===== src/rtl/rwmf_pkg.sv =====
// shared types and constants of the rgb window median filter
package rwmf_pkg;

    localparam int CH_W        = 8;
    localparam int PIX_W       = 3 * CH_W;
    localparam int FW_W        = 11;
    localparam int FH_W        = 13;
    localparam int ROW_W       = 13;
    localparam int Y_W         = 12;
    localparam int HEIGHT_CAP  = 4096;
    localparam int CFG_IDX_W   = 1;
    localparam int CFG_DATA_W  = FH_W;
    localparam int RST_FRAME_WIDTH  = 640;
    localparam int RST_FRAME_HEIGHT = 480;

    // red in the low byte, blue in the high byte
    typedef struct packed {
        logic [CH_W-1:0] blue;
        logic [CH_W-1:0] green;
        logic [CH_W-1:0] red;
    } pixel_t;

    typedef enum logic [CFG_IDX_W-1:0] {
        REG_FRAME_WIDTH  = 1'b0,
        REG_FRAME_HEIGHT = 1'b1
    } cfg_reg_t;

    typedef enum logic {
        MODE_PIXEL = 1'b0,
        MODE_DRAIN = 1'b1
    } mode_t;

    typedef struct packed {
        logic store;
        logic emit;
        logic interior;
        logic frame_end;
        logic bypass;
    } item_ctrl_t;

endpackage


===== src/rtl/rwmf_median.sv =====
// rank-based median of one color channel over the window taps
module rwmf_median #(
    parameter int TAPS = 9
) (
    input  logic [rwmf_pkg::CH_W-1:0] taps [TAPS],
    output logic [rwmf_pkg::CH_W-1:0] median
);

    import rwmf_pkg::*;

    localparam int MID = TAPS / 2;

    logic [TAPS-1:0] ahead [TAPS];

    // tap j ranks ahead of tap i when smaller, ties broken by position
    always_comb
    begin
        for (int i = 0; i < TAPS; i++)
        begin
            for (int j = 0; j < TAPS; j++)
            begin
                ahead[i][j] = (taps[j] < taps[i]) || ((taps[j] == taps[i]) && (j < i));
            end
        end
    end

    // ranks form a permutation, so exactly one tap sits at the middle
    always_comb
    begin
        median = '0;
        for (int i = 0; i < TAPS; i++)
        begin
            if ($countones(ahead[i]) == MID)
            begin
                median = median | taps[i];
            end
        end
    end

endmodule


===== config.mk =====
export PLATFORM = sky130hd
export DESIGN_NAME = rwmf_median
export DESIGN_NICKNAME = d
export VERILOG_FILES = /design/src/rtl/rwmf_pkg.sv /design/src/rtl/rwmf_median.sv
export SDC_FILE = /design/constraint.sdc
export NUM_CORES = 1
export LEC_CHECK = 0
export BUFFER_PORTS_ARGS = -buffer_cell sky130_fd_sc_hd__buf_4
export CAP_MARGIN = 20
export CELL_PAD_IN_SITES_DETAIL_PLACEMENT = 0
export CELL_PAD_IN_SITES_GLOBAL_PLACEMENT = 1
export CORE_MARGIN = 2
export CORE_UTILIZATION = 39
export DETAILED_ROUTE_END_ITERATION = 10
export GPL_ROUTABILITY_DRIVEN = 0
export PLACE_DENSITY = 0.79
export SLEW_MARGIN = 40
export SYNTH_ARGS = -nofsm -noshare
export SYNTH_HDL_FRONTEND = slang
export SYNTH_SLANG_ARGS = --single-unit
export TNS_END_PERCENT = 50

===== constraint.sdc =====
create_clock -name vclk -period 13.19
set_input_delay 2.638 -clock vclk [all_inputs]
set_output_delay 2.638 -clock vclk [all_outputs]
set_load 0.01 [all_outputs]

==> results of run 1 <==
[cells by family after synthesis]
kind of cell / count (synthesis) / synth area share (%)
fa+ha+maj: 368 / 57.7
compound gates: 292 / 22.1
buf+inv: 119 / 5.29
simple gates: 214 / 14.9
[area by class of cell]
cell class | instances | area, um^2
tap | 275 | 344
fill | 2087 | 11700
timing repair buffer | 81 | 608
multi-input combinational | 874 | 8010
inverter | 119 | 447
[cells in the mapped netlist (all sizes together), types with 6 or more instances]
cell	n
nand2	40
a211oi	11
o21ai	62
inv	119
o21a	47
a222oi	14
nor2	26
a21o	32
nor4b	6
o21bai	11
nand4	57
a21oi	92
fa	36
ha	332
nor2b	34
a22oi	9
nand3	17
or2	20
[layer usage]
| layer | track usage, % | wire length, um |
|---|---|---|
| met1 | 37.2 | 13400 |
| met2 | 45.8 | 14300 |
| met3 | 2.83 | 2460 |
| met4 | 12.9 | 1770 |
| met5 | 0 | 0 |
[path summary, 6_finish.rpt]
path	start	end	slack, ns
worst max-delay path	taps[25]	median[0]	2.98
worst min-delay path	taps[56]	median[0]	5.71
[report_power, final]
part	leakage, nW	switching (mW)	total (mW)	internal [mW]
combinational	4.94	0.485	0.876	0.391
sequential	0	0	0	0
clock	0	0	0	0
[critical path, stage by stage]
cell                        delay [ns]
sky130_fd_sc_hd__buf_4            0.15
sky130_fd_sc_hd__inv_1            0.24
sky130_fd_sc_hd__ha_1             0.30
sky130_fd_sc_hd__nor2b_1          0.13
sky130_fd_sc_hd__o21a_1           0.15
sky130_fd_sc_hd__o21ai_0          0.15
sky130_fd_sc_hd__a21oi_1          0.08
sky130_fd_sc_hd__o21ai_0          0.60
sky130_fd_sc_hd__fa_1             0.53
sky130_fd_sc_hd__inv_1            0.09
sky130_fd_sc_hd__fa_1             0.38
sky130_fd_sc_hd__inv_1            0.09
sky130_fd_sc_hd__fa_1             0.19
sky130_fd_sc_hd__inv_2            0.06
sky130_fd_sc_hd__fa_1             0.41
sky130_fd_sc_hd__a2111oi_2        0.33
sky130_fd_sc_hd__a21oi_1          0.13
sky130_fd_sc_hd__nor3b_4          0.52
sky130_fd_sc_hd__a21o_1           0.27
sky130_fd_sc_hd__buf_4            0.14
[per-stage QoR]
| step | util [%] | area [um^2] | hold slack, ns | setup slack (ns) | total power [mW] |
|---|---|---|---|---|---|
| detailed placement | 44.4 | 9400 | 5.70 | 3.05 | 0.852 |
| floorplan | - | 8440 | 5.40 | 4.03 | 0.554 |
| finish | 44.5 | 9410 | 5.71 | 2.98 | 0.876 |
| global route | 44.5 | 9410 | 5.71 | 2.81 | 0.962 |
| CTS | 44.4 | 9400 | 5.70 | 3.04 | 0.856 |
| global placement | 44.4 | 9400 | 5.71 | 3.11 | 0.836 |
==> out/summary.md, run 1 <==
The path class of the tightest hold or removal check is in -> out. Dividing the detail-routed wire length by the instance count gives 23.7 um. For the total global routing overflow, the log shows 0. Setup repair after global routing left no endpoint under its margin. Kind of launch point of the worst setup path: an input pin.

The tools report the arrival time of data at the critical path endpoint as 7.57 ns. The layout overhead on the synthesized area works out to 11.5%. The total number of vias is 8,179, and the unique cell type count in the Yosys netlist is 34.

The summed instance area of the synthesized netlist came out at 8440 um^2. For this design the static power due to leakage is 4.94 nW. Derived from the worst setup path, the maximum achievable clock frequency is 0.0980 GHz.

The number of flip-flops and latches was 0. Detailed placement finished with a half-perimeter wire length of 25,100 um. The logs give 7 for the first-pass iteration count of the detailed router and 0 for the hold violation count in the final report. The run gives 39.9% as the effective utilization at floorplan. Once placement completed, the tool counted placed cells totaling 1,349. The tools report the number of cells upsized or downsized after cts as 0. For the via count of the first global-routing pass, the log shows 7,836.

The fraction of final layout cells sized beyond drive strength 1 is 10.4%. The standard-cell row count is 53. Buffers placed on the I/O ports in this run total 80.

For this design, the CTS-stage hold fixing added 0 buffers. The max-slew violation count was 0. The tools report the non-filler instance count after layout as 1,349.

Ranked by total cell area, the synthesized netlist is headed by sky130_fd_sc_hd__ha_1, sky130_fd_sc_hd__fa_1, sky130_fd_sc_hd__a21oi_1. The share of synthesized area occupied by flip-flops and latches is 0%, and the total length of routed wires is 31,900 um. Yosys printed 0 warnings. The peak fanout along the critical path is 8, and the horizontal die dimension is 151 um. The total power density per cell area was 93.1 nW/um^2; the final layout net count was 1,516.

The kind of capture point of the worst setup path was an output pin. The top cell types in the final layout, fill and taps aside, are sky130_fd_sc_hd__ha_1, sky130_fd_sc_hd__inv_1, sky130_fd_sc_hd__a21oi_1, sky130_fd_sc_hd__buf_4, sky130_fd_sc_hd__o21ai_0. Each instance of the synthesized netlist takes up on average 8.50 um^2. From bottom edge to top edge, the die measures 151 um. For the count of inserted antenna diode cells, the log shows 0. In this run, the number of DRC markers left after iteration 0 of detailed routing was 599.

The floorplan step defined a die boundary enclosing 22,800 um^2. Entering global routing, the biggest net connects 10 pins. The run gives 0 as the number of antenna violations at the first check in global routing. Counting every instance in the synthesized netlist gives 993. The fraction of post-synthesis cell area in the top cell type by area was 49.2%. The transition time of the tightest slew-check pin is 0.778 ns. Synthesis produced a netlist with a net count of 1,433. The total negative slack is 0 ns.

Post-CTS setup buffer count: 0. The worst hold path was traced through 3 stages. The logs give 0 um^2 for the register cell area after layout and 0 for the number of clock buffers in the layout. In this run the tightest slew margin relative to its limit is 47.9%. The tool flagged a number of max-cap violations equal to 0. The largest total area in the synthesized netlist belongs to sky130_fd_sc_hd__ha_1. Setup violations remaining at the end of the flow were counted as 0. The number of vias per cell after detailed routing was 6.06; the clock period minus worst slack was 10.21 ns. The first global-routing pass estimated 46,900 um of wire. The critical path is of the in -> out type.

Data on the critical path is required at its endpoint by 10.55 ns. The run gives 0 as the number of remaining DRC errors. The run gives 21,200 um^2 as the core region area. The share of the cycle needed by the critical path after routing works out to 77.4%. For this run, the total global-route usage over all layers was measured as 28.0%.

IR analysis of the VDD net gives a maximum drop of 0.0616 mV. The detail route stage leaves a number of antenna-violating nets equal to 0. The flow ran to the end, and the final reports show no timing, DRC or antenna violations. 80 I/O pins were placed. Leaving out fill and tap cells, the most frequent cell in the layout is sky130_fd_sc_hd__ha_1.
No activity file was read; power rests on OpenSTA's default activity.
==> inputs of run 2 (changes only) <==
- PLACE_DENSITY: 0.79 -> 0.81
- clock period: 13.19 -> 8.5 ns (I/O delays scaled with it)
==> out/summary.md, run 2 (synthesized netlist as in run 1, its figures left out) <==
The routed wirelength normalized by instance count is 23.2 um. The max-cap violation count is 0, and the sum of net half-perimeters after detailed placement is 25,200 um. The area after detailed placement came out at 9490 um^2. In the final timing run, aggregate negative setup slack is 0 ns. STA classifies the critical path endpoint as an output pin. There are 0 flip-flops and latches. Clock buffers in the final layout number 0. The hold violation count in the final report was 0.

Entering global routing, the biggest net connects 10 pins. Register cell area after layout: 0 um^2. Of the cells placed in the final design, the portion with a size suffix greater than 1 is 11.4%. The detail route stage leaves a number of antenna-violating nets equal to 0. The library cells used most frequently in the layout, excluding fill and tap cells, are sky130_fd_sc_hd__ha_1, sky130_fd_sc_hd__inv_1, sky130_fd_sc_hd__buf_4, sky130_fd_sc_hd__a21oi_1, sky130_fd_sc_hd__o21ai_0.

Setup repair after global routing left no endpoint under its margin. 80 I/O pins were placed. The multi-input combinational cell area was 8000 um^2. The path class of the tightest hold or removal check is in -> out.

The tools report the non-filler instance count after layout as 1,361. The horizontal die dimension works out to 151 um. The flow ran to the end, and the final reports show no timing, DRC or antenna violations.

The die covers 22,800 um^2. The global-route usage over all layers was 28.0%. The count of inserted antenna diode cells was 0. The final route contains 8,208 vias. The logs give 0 for the max-slew violation count and 1,528 for the final layout net count.

Worst vdd rail ir drop: 0.0887 mV. Setup slack on the critical path of the routed design comes to 0.326 ns. The leakage power came out at 5.00 nW. The via count of the first global-routing pass was 8,056; the arrival time of data at the critical path endpoint was 6.47 ns.

The cell count after placement was 1,361; the worst max-slew margin expressed relative to the limit was 50.8%. The number of antenna violations at the first check in global routing was 0; the height of the die was 151 um. Most common library cell in the layout ignoring fill and taps: sky130_fd_sc_hd__ha_1.

For this design the ratio of total power to cell area is 143 nW/um^2. After filler insertion, the fill cell instance count of the layout stands at 2,161. For this run the aggregate overflow at the end of global routing stands at 0. The critical path class was in -> out.

The hold buffer count at cts came out at 0. The worst setup path is launched from an input pin. Setup violations remaining at the end of the flow were counted as 0. The data required time of the critical path was 6.80 ns. Once layout is done, the placed cells without fillers occupy 9490 um^2.

The first global-routing pass estimated 47,500 um of wire. The number of cells upsized or downsized after cts was 0; the worst-case hold slack was 3.76 ns. The core region area is 21,200 um^2, and the worst setup slack after placement is 0.374 ns.

The initialized floorplan defines 53 standard-cell rows. The share of the cycle needed by the critical path after routing is 96.2%. The first detailed-routing pass ran for 6 iterations.

Fmax: 0.122 GHz. The smallest clock period supported by the final layout is computed as 8.17 ns. The number of vias per cell after detailed routing came out at 6.03. The total length of routed wires is 31,500 um, and the transition time of the tightest slew-check pin is 0.735 ns. Of all nets on the critical path, the largest fanout is 8. In the routed design, unresolved DRC markers number 0.

Compared with the post-synthesis result, the final layout area differs by 12.3%. The count of buffers added on input and output ports is 80. The post-CTS setup buffer count is 0, and the effective utilization at floorplan is 39.9%.

The number of DRC violations after detailed-routing iteration 0 is 663.
run 2: cell count changes in the layout (fill, tap and decap cells not counted):
cell and change:
sky130_fd_sc_hd__nor4b_2 +1, sky130_fd_sc_hd__nor3_2 +1, sky130_fd_sc_hd__nor4b_4 -1, sky130_fd_sc_hd__buf_4 +12
sky130_fd_sc_hd__nor3_4 -1
run 2: power by group:
group	total (mW)	switching, mW	internal [mW]
registers	0	0	0
clock network	0	0	0
logic	1.36	0.741	0.618
run 2: per-stage QoR:
step           power (mW)  util, %
2_1_floorplan       0.860        -
3_3_place_gp         1.32     44.8
3_5_place_dp         1.35     44.8
4_1_cts              1.35     44.8
5_1_grt              1.49     44.8
6_report             1.36     44.8
run 2: critical path: stages:
cell,delay [ns]
sky130_fd_sc_hd__buf_4,0.13
sky130_fd_sc_hd__inv_1,0.30
sky130_fd_sc_hd__ha_1,0.32
sky130_fd_sc_hd__nor2b_1,0.13
sky130_fd_sc_hd__o21ai_0,0.15
sky130_fd_sc_hd__nand2_1,0.07
sky130_fd_sc_hd__a221oi_1,0.32
sky130_fd_sc_hd__a41oi_1,0.11
sky130_fd_sc_hd__ha_1,0.31
sky130_fd_sc_hd__inv_1,0.07
sky130_fd_sc_hd__fa_1,0.51
sky130_fd_sc_hd__inv_1,0.06
sky130_fd_sc_hd__fa_1,0.44
sky130_fd_sc_hd__ha_1,0.19
sky130_fd_sc_hd__inv_1,0.07
sky130_fd_sc_hd__fa_1,0.45
sky130_fd_sc_hd__nor4b_4,0.49
sky130_fd_sc_hd__a22o_1,0.22
sky130_fd_sc_hd__a221oi_1,0.06
sky130_fd_sc_hd__nand3_1,0.13
sky130_fd_sc_hd__a21o_1,0.12
sky130_fd_sc_hd__buf_4,0.12
run 2: layout make-up:
class	count	area share [%]
repair buffers	93	7.36
well taps	275	3.63
inverters	119	4.71
multi-input cells	874	84.3
run 2: path summary, 6_finish.rpt:
path,startpoint,slack [ns],cells past startpoint,endpoint
setup / recovery,taps[17],0.33,22,median[0]
hold / removal,taps[56],3.76,3,median[0]
run 2: per-layer routing:
layer,vias to the layer above,routed length [um],track usage (%)
li1,3944,-,-
met1,3851,13500,36.1
met4,0,1220,9.81
met2,328,14600,47.8
met5,-,0,0
met3,85,2310,4.04
==> inputs of run 3 (changes only) <==
--- a/config.mk
+++ b/config.mk
@@ -15,5 +15,5 @@
 export GPL_ROUTABILITY_DRIVEN = 0
 export PLACE_DENSITY = 0.81
-export SLEW_MARGIN = 40
+export SLEW_MARGIN = 20
 export SYNTH_ARGS = -nofsm -noshare
 export SYNTH_HDL_FRONTEND = slang
==> constraint.sdc (replaced) <==
create_clock -name vclk -period 8.5
set_input_delay 0.425 -clock vclk [all_inputs]
set_output_delay 0.425 -clock vclk [all_outputs]
set_load 0.01 [all_outputs]
==> out/summary.md, run 3 (synthesized netlist as in run 1, its figures left out) <==
The layout has 2,112 filler cells. The critical path class was in -> out. Walking the worst path, the cells encountered are buf_4 -> inv_1 -> ha_1 -> nor2b_1 -> o21a_1 -> o21ai_0 -> a21oi_1 -> o21ai_0 -> ha_1 -> inv_1 -> fa_1 -> fa_1 -> inv_1 -> ha_1 -> fa_1 -> nor4b_2 -> a222oi_1 -> nand3_1 -> a21o_1 -> buf_4. The clock period minus worst slack works out to 5.89 ns. Once the clock tree was built, the resizer swapped 0 gates to a different size. Setup repair after global routing left no endpoint under its margin.

The tools report the post-detailed-route count of antenna-violating nets as 0. The run gives 0 as the number of flip-flops and latches. The worst-case hold slack came out at 1.22 ns. At the worst endpoint, the required time is 8.08 ns.

The worst hold path startpoint was taps[56]. The area growth from synthesis to layout is 11.2%. The global-route usage over all layers is 28.2%, and the first-pass iteration count of the detailed router is 8. The number of antenna violations at the first check in global routing was 0. After the first detailed-routing iteration, the DRC count stood at 763. The tools report the count of inserted antenna diode cells as 0. Leaving out fill and tap cells, the most frequent cell in the layout is sky130_fd_sc_hd__ha_1. After the flow finishes, the layout carries non-filler instances totaling 1,348.

The routed wirelength normalized by instance count works out to 24.0 um. STA classifies the critical path startpoint as an input pin. The kind of capture point of the worst setup path is an output pin.

The routed layout has 8,171 vias. The fraction of final layout cells sized beyond drive strength 1 is 10.3%. The hold violation count in the final report is 0.

The largest single stage delay on the critical path is 0.81 ns. In the layout the commonest cells are sky130_fd_sc_hd__ha_1, sky130_fd_sc_hd__inv_1, sky130_fd_sc_hd__a21oi_1, sky130_fd_sc_hd__buf_4, sky130_fd_sc_hd__o21ai_0. Cell depth of the worst hold path: 3. The kind of cell with the highest combined delay on the critical path was adder cells. The run finished with clean final reports. The count of buffers added on input and output ports is 80. The tools report the boundary pin count as 80. Among all stages on the critical path, the largest delay is contributed by sky130_fd_sc_hd__nor4b_2. The leakage power was 4.93 nW. For the pin count of the biggest net entering global routing, the log shows 10. The register cell area after layout came out at 0 um^2. The layout has 0 clock buffers.

Setup violations remaining at the end of the flow were counted as 0. In this run the standard cell core region covers 21,200 um^2. The run gives 7,674 as the via count of the first global-routing pass.

The max-cap violation count is 0. The finished cells cover 9390 um^2. The transition time of the tightest slew-check pin is 1.22 ns, and the total global routing overflow is 0. The worst vdd rail ir drop came out at 0.0842 mV. STA puts the critical path data arrival time at 5.46 ns. The total negative slack came out at 0 ns.

For this configuration, the core starts out at a cell density of 39.9%. The floorplan step defined a die boundary enclosing 22,800 um^2. In this run the core area contains 53 standard-cell rows. Of the available clock period, the critical path in the final layout requires 69.2%. The die is 151 um wide.

For this design the ratio of total power to cell area is 141 nW/um^2. The run gives 0 as the max-slew violation count. The number of vias per cell after detailed routing was 6.06. Summed over all nets, the half-perimeter wirelength after detailed placement is 25,200 um. The final layout net count was 1,515; the cell count after placement was 1,348. Height of the die: 151 um. Measured against its own limit, the worst slew margin works out to 18.5%. The routed design has 32,300 um of wire. Along the worst path, the maximum fanout reaches 8. Measured on the finished design, the core utilization comes to 44.4%. Timing would allow up to 0.170 GHz. The first global-routing pass estimated 46,900 um of wire.

After detailed routing, the number of remaining DRC violations is 0. For the hold buffer count at cts, the log shows 0. The run gives 0 as the post-CTS setup buffer count. The path with the worst hold slack has its endpoint at median[0]. The worst path buffer plus inverter count is 5, and the area after detailed placement is 9390 um^2.

The worst min-delay path class is in -> out.
## run 3: cell count changes in the layout (fill, tap and decap cells not counted)
cell / change
sky130_fd_sc_hd__buf_4: -13
## run 3: worst min-delay path: stages
cell and delay [ns]:
sky130_fd_sc_hd__buf_4 0.12, sky130_fd_sc_hd__a21o_1 0.13, sky130_fd_sc_hd__buf_4 0.12
## run 3: final cells by class
cell class                      count  area, um^2  share of cell area [%]
Tap cell                          275         344                    3.66
Multi-Input combinational cell    874        8000                    85.2
Timing Repair Buffer               80         601                    6.40
Inverter                          119         447                    4.76
## run 3: worst max-delay path by stage
stage | start | to | cells past startpoint
finish | taps[1] | median[7] | 20
global route | taps[1] | median[6] | 20
CTS | taps[1] | median[7] | 20
detailed placement | taps[1] | median[7] | 20
global placement | taps[64] | median[0] | 22
floorplan | taps[41] | median[0] | 18
## run 3: per-layer routing
metal  GRT usage [%]  wire length (um)  share of wire (%)
met1            37.3             13200                 41
met2            46.6             14500                 45
met3            4.61              3160                9.8
met4            9.44              1410                4.4
met5               0                 0                  0
## run 3: power by group
group / leakage, nW / internal, mW / switching (mW)
registers: 0 / 0 / 0
logic: 4.93 / 0.594 / 0.729
clock network: 0 / 0 / 0
total: 4.93 / 0.594 / 0.729
## run 3: per-stage QoR
step           power, mW  setup WS, ns
4_1_cts             1.31          2.65
3_5_place_dp        1.31          2.68
3_3_place_gp        1.28          2.77
2_1_floorplan      0.860          3.77
6_report            1.32          2.61
5_1_grt             1.45          2.35
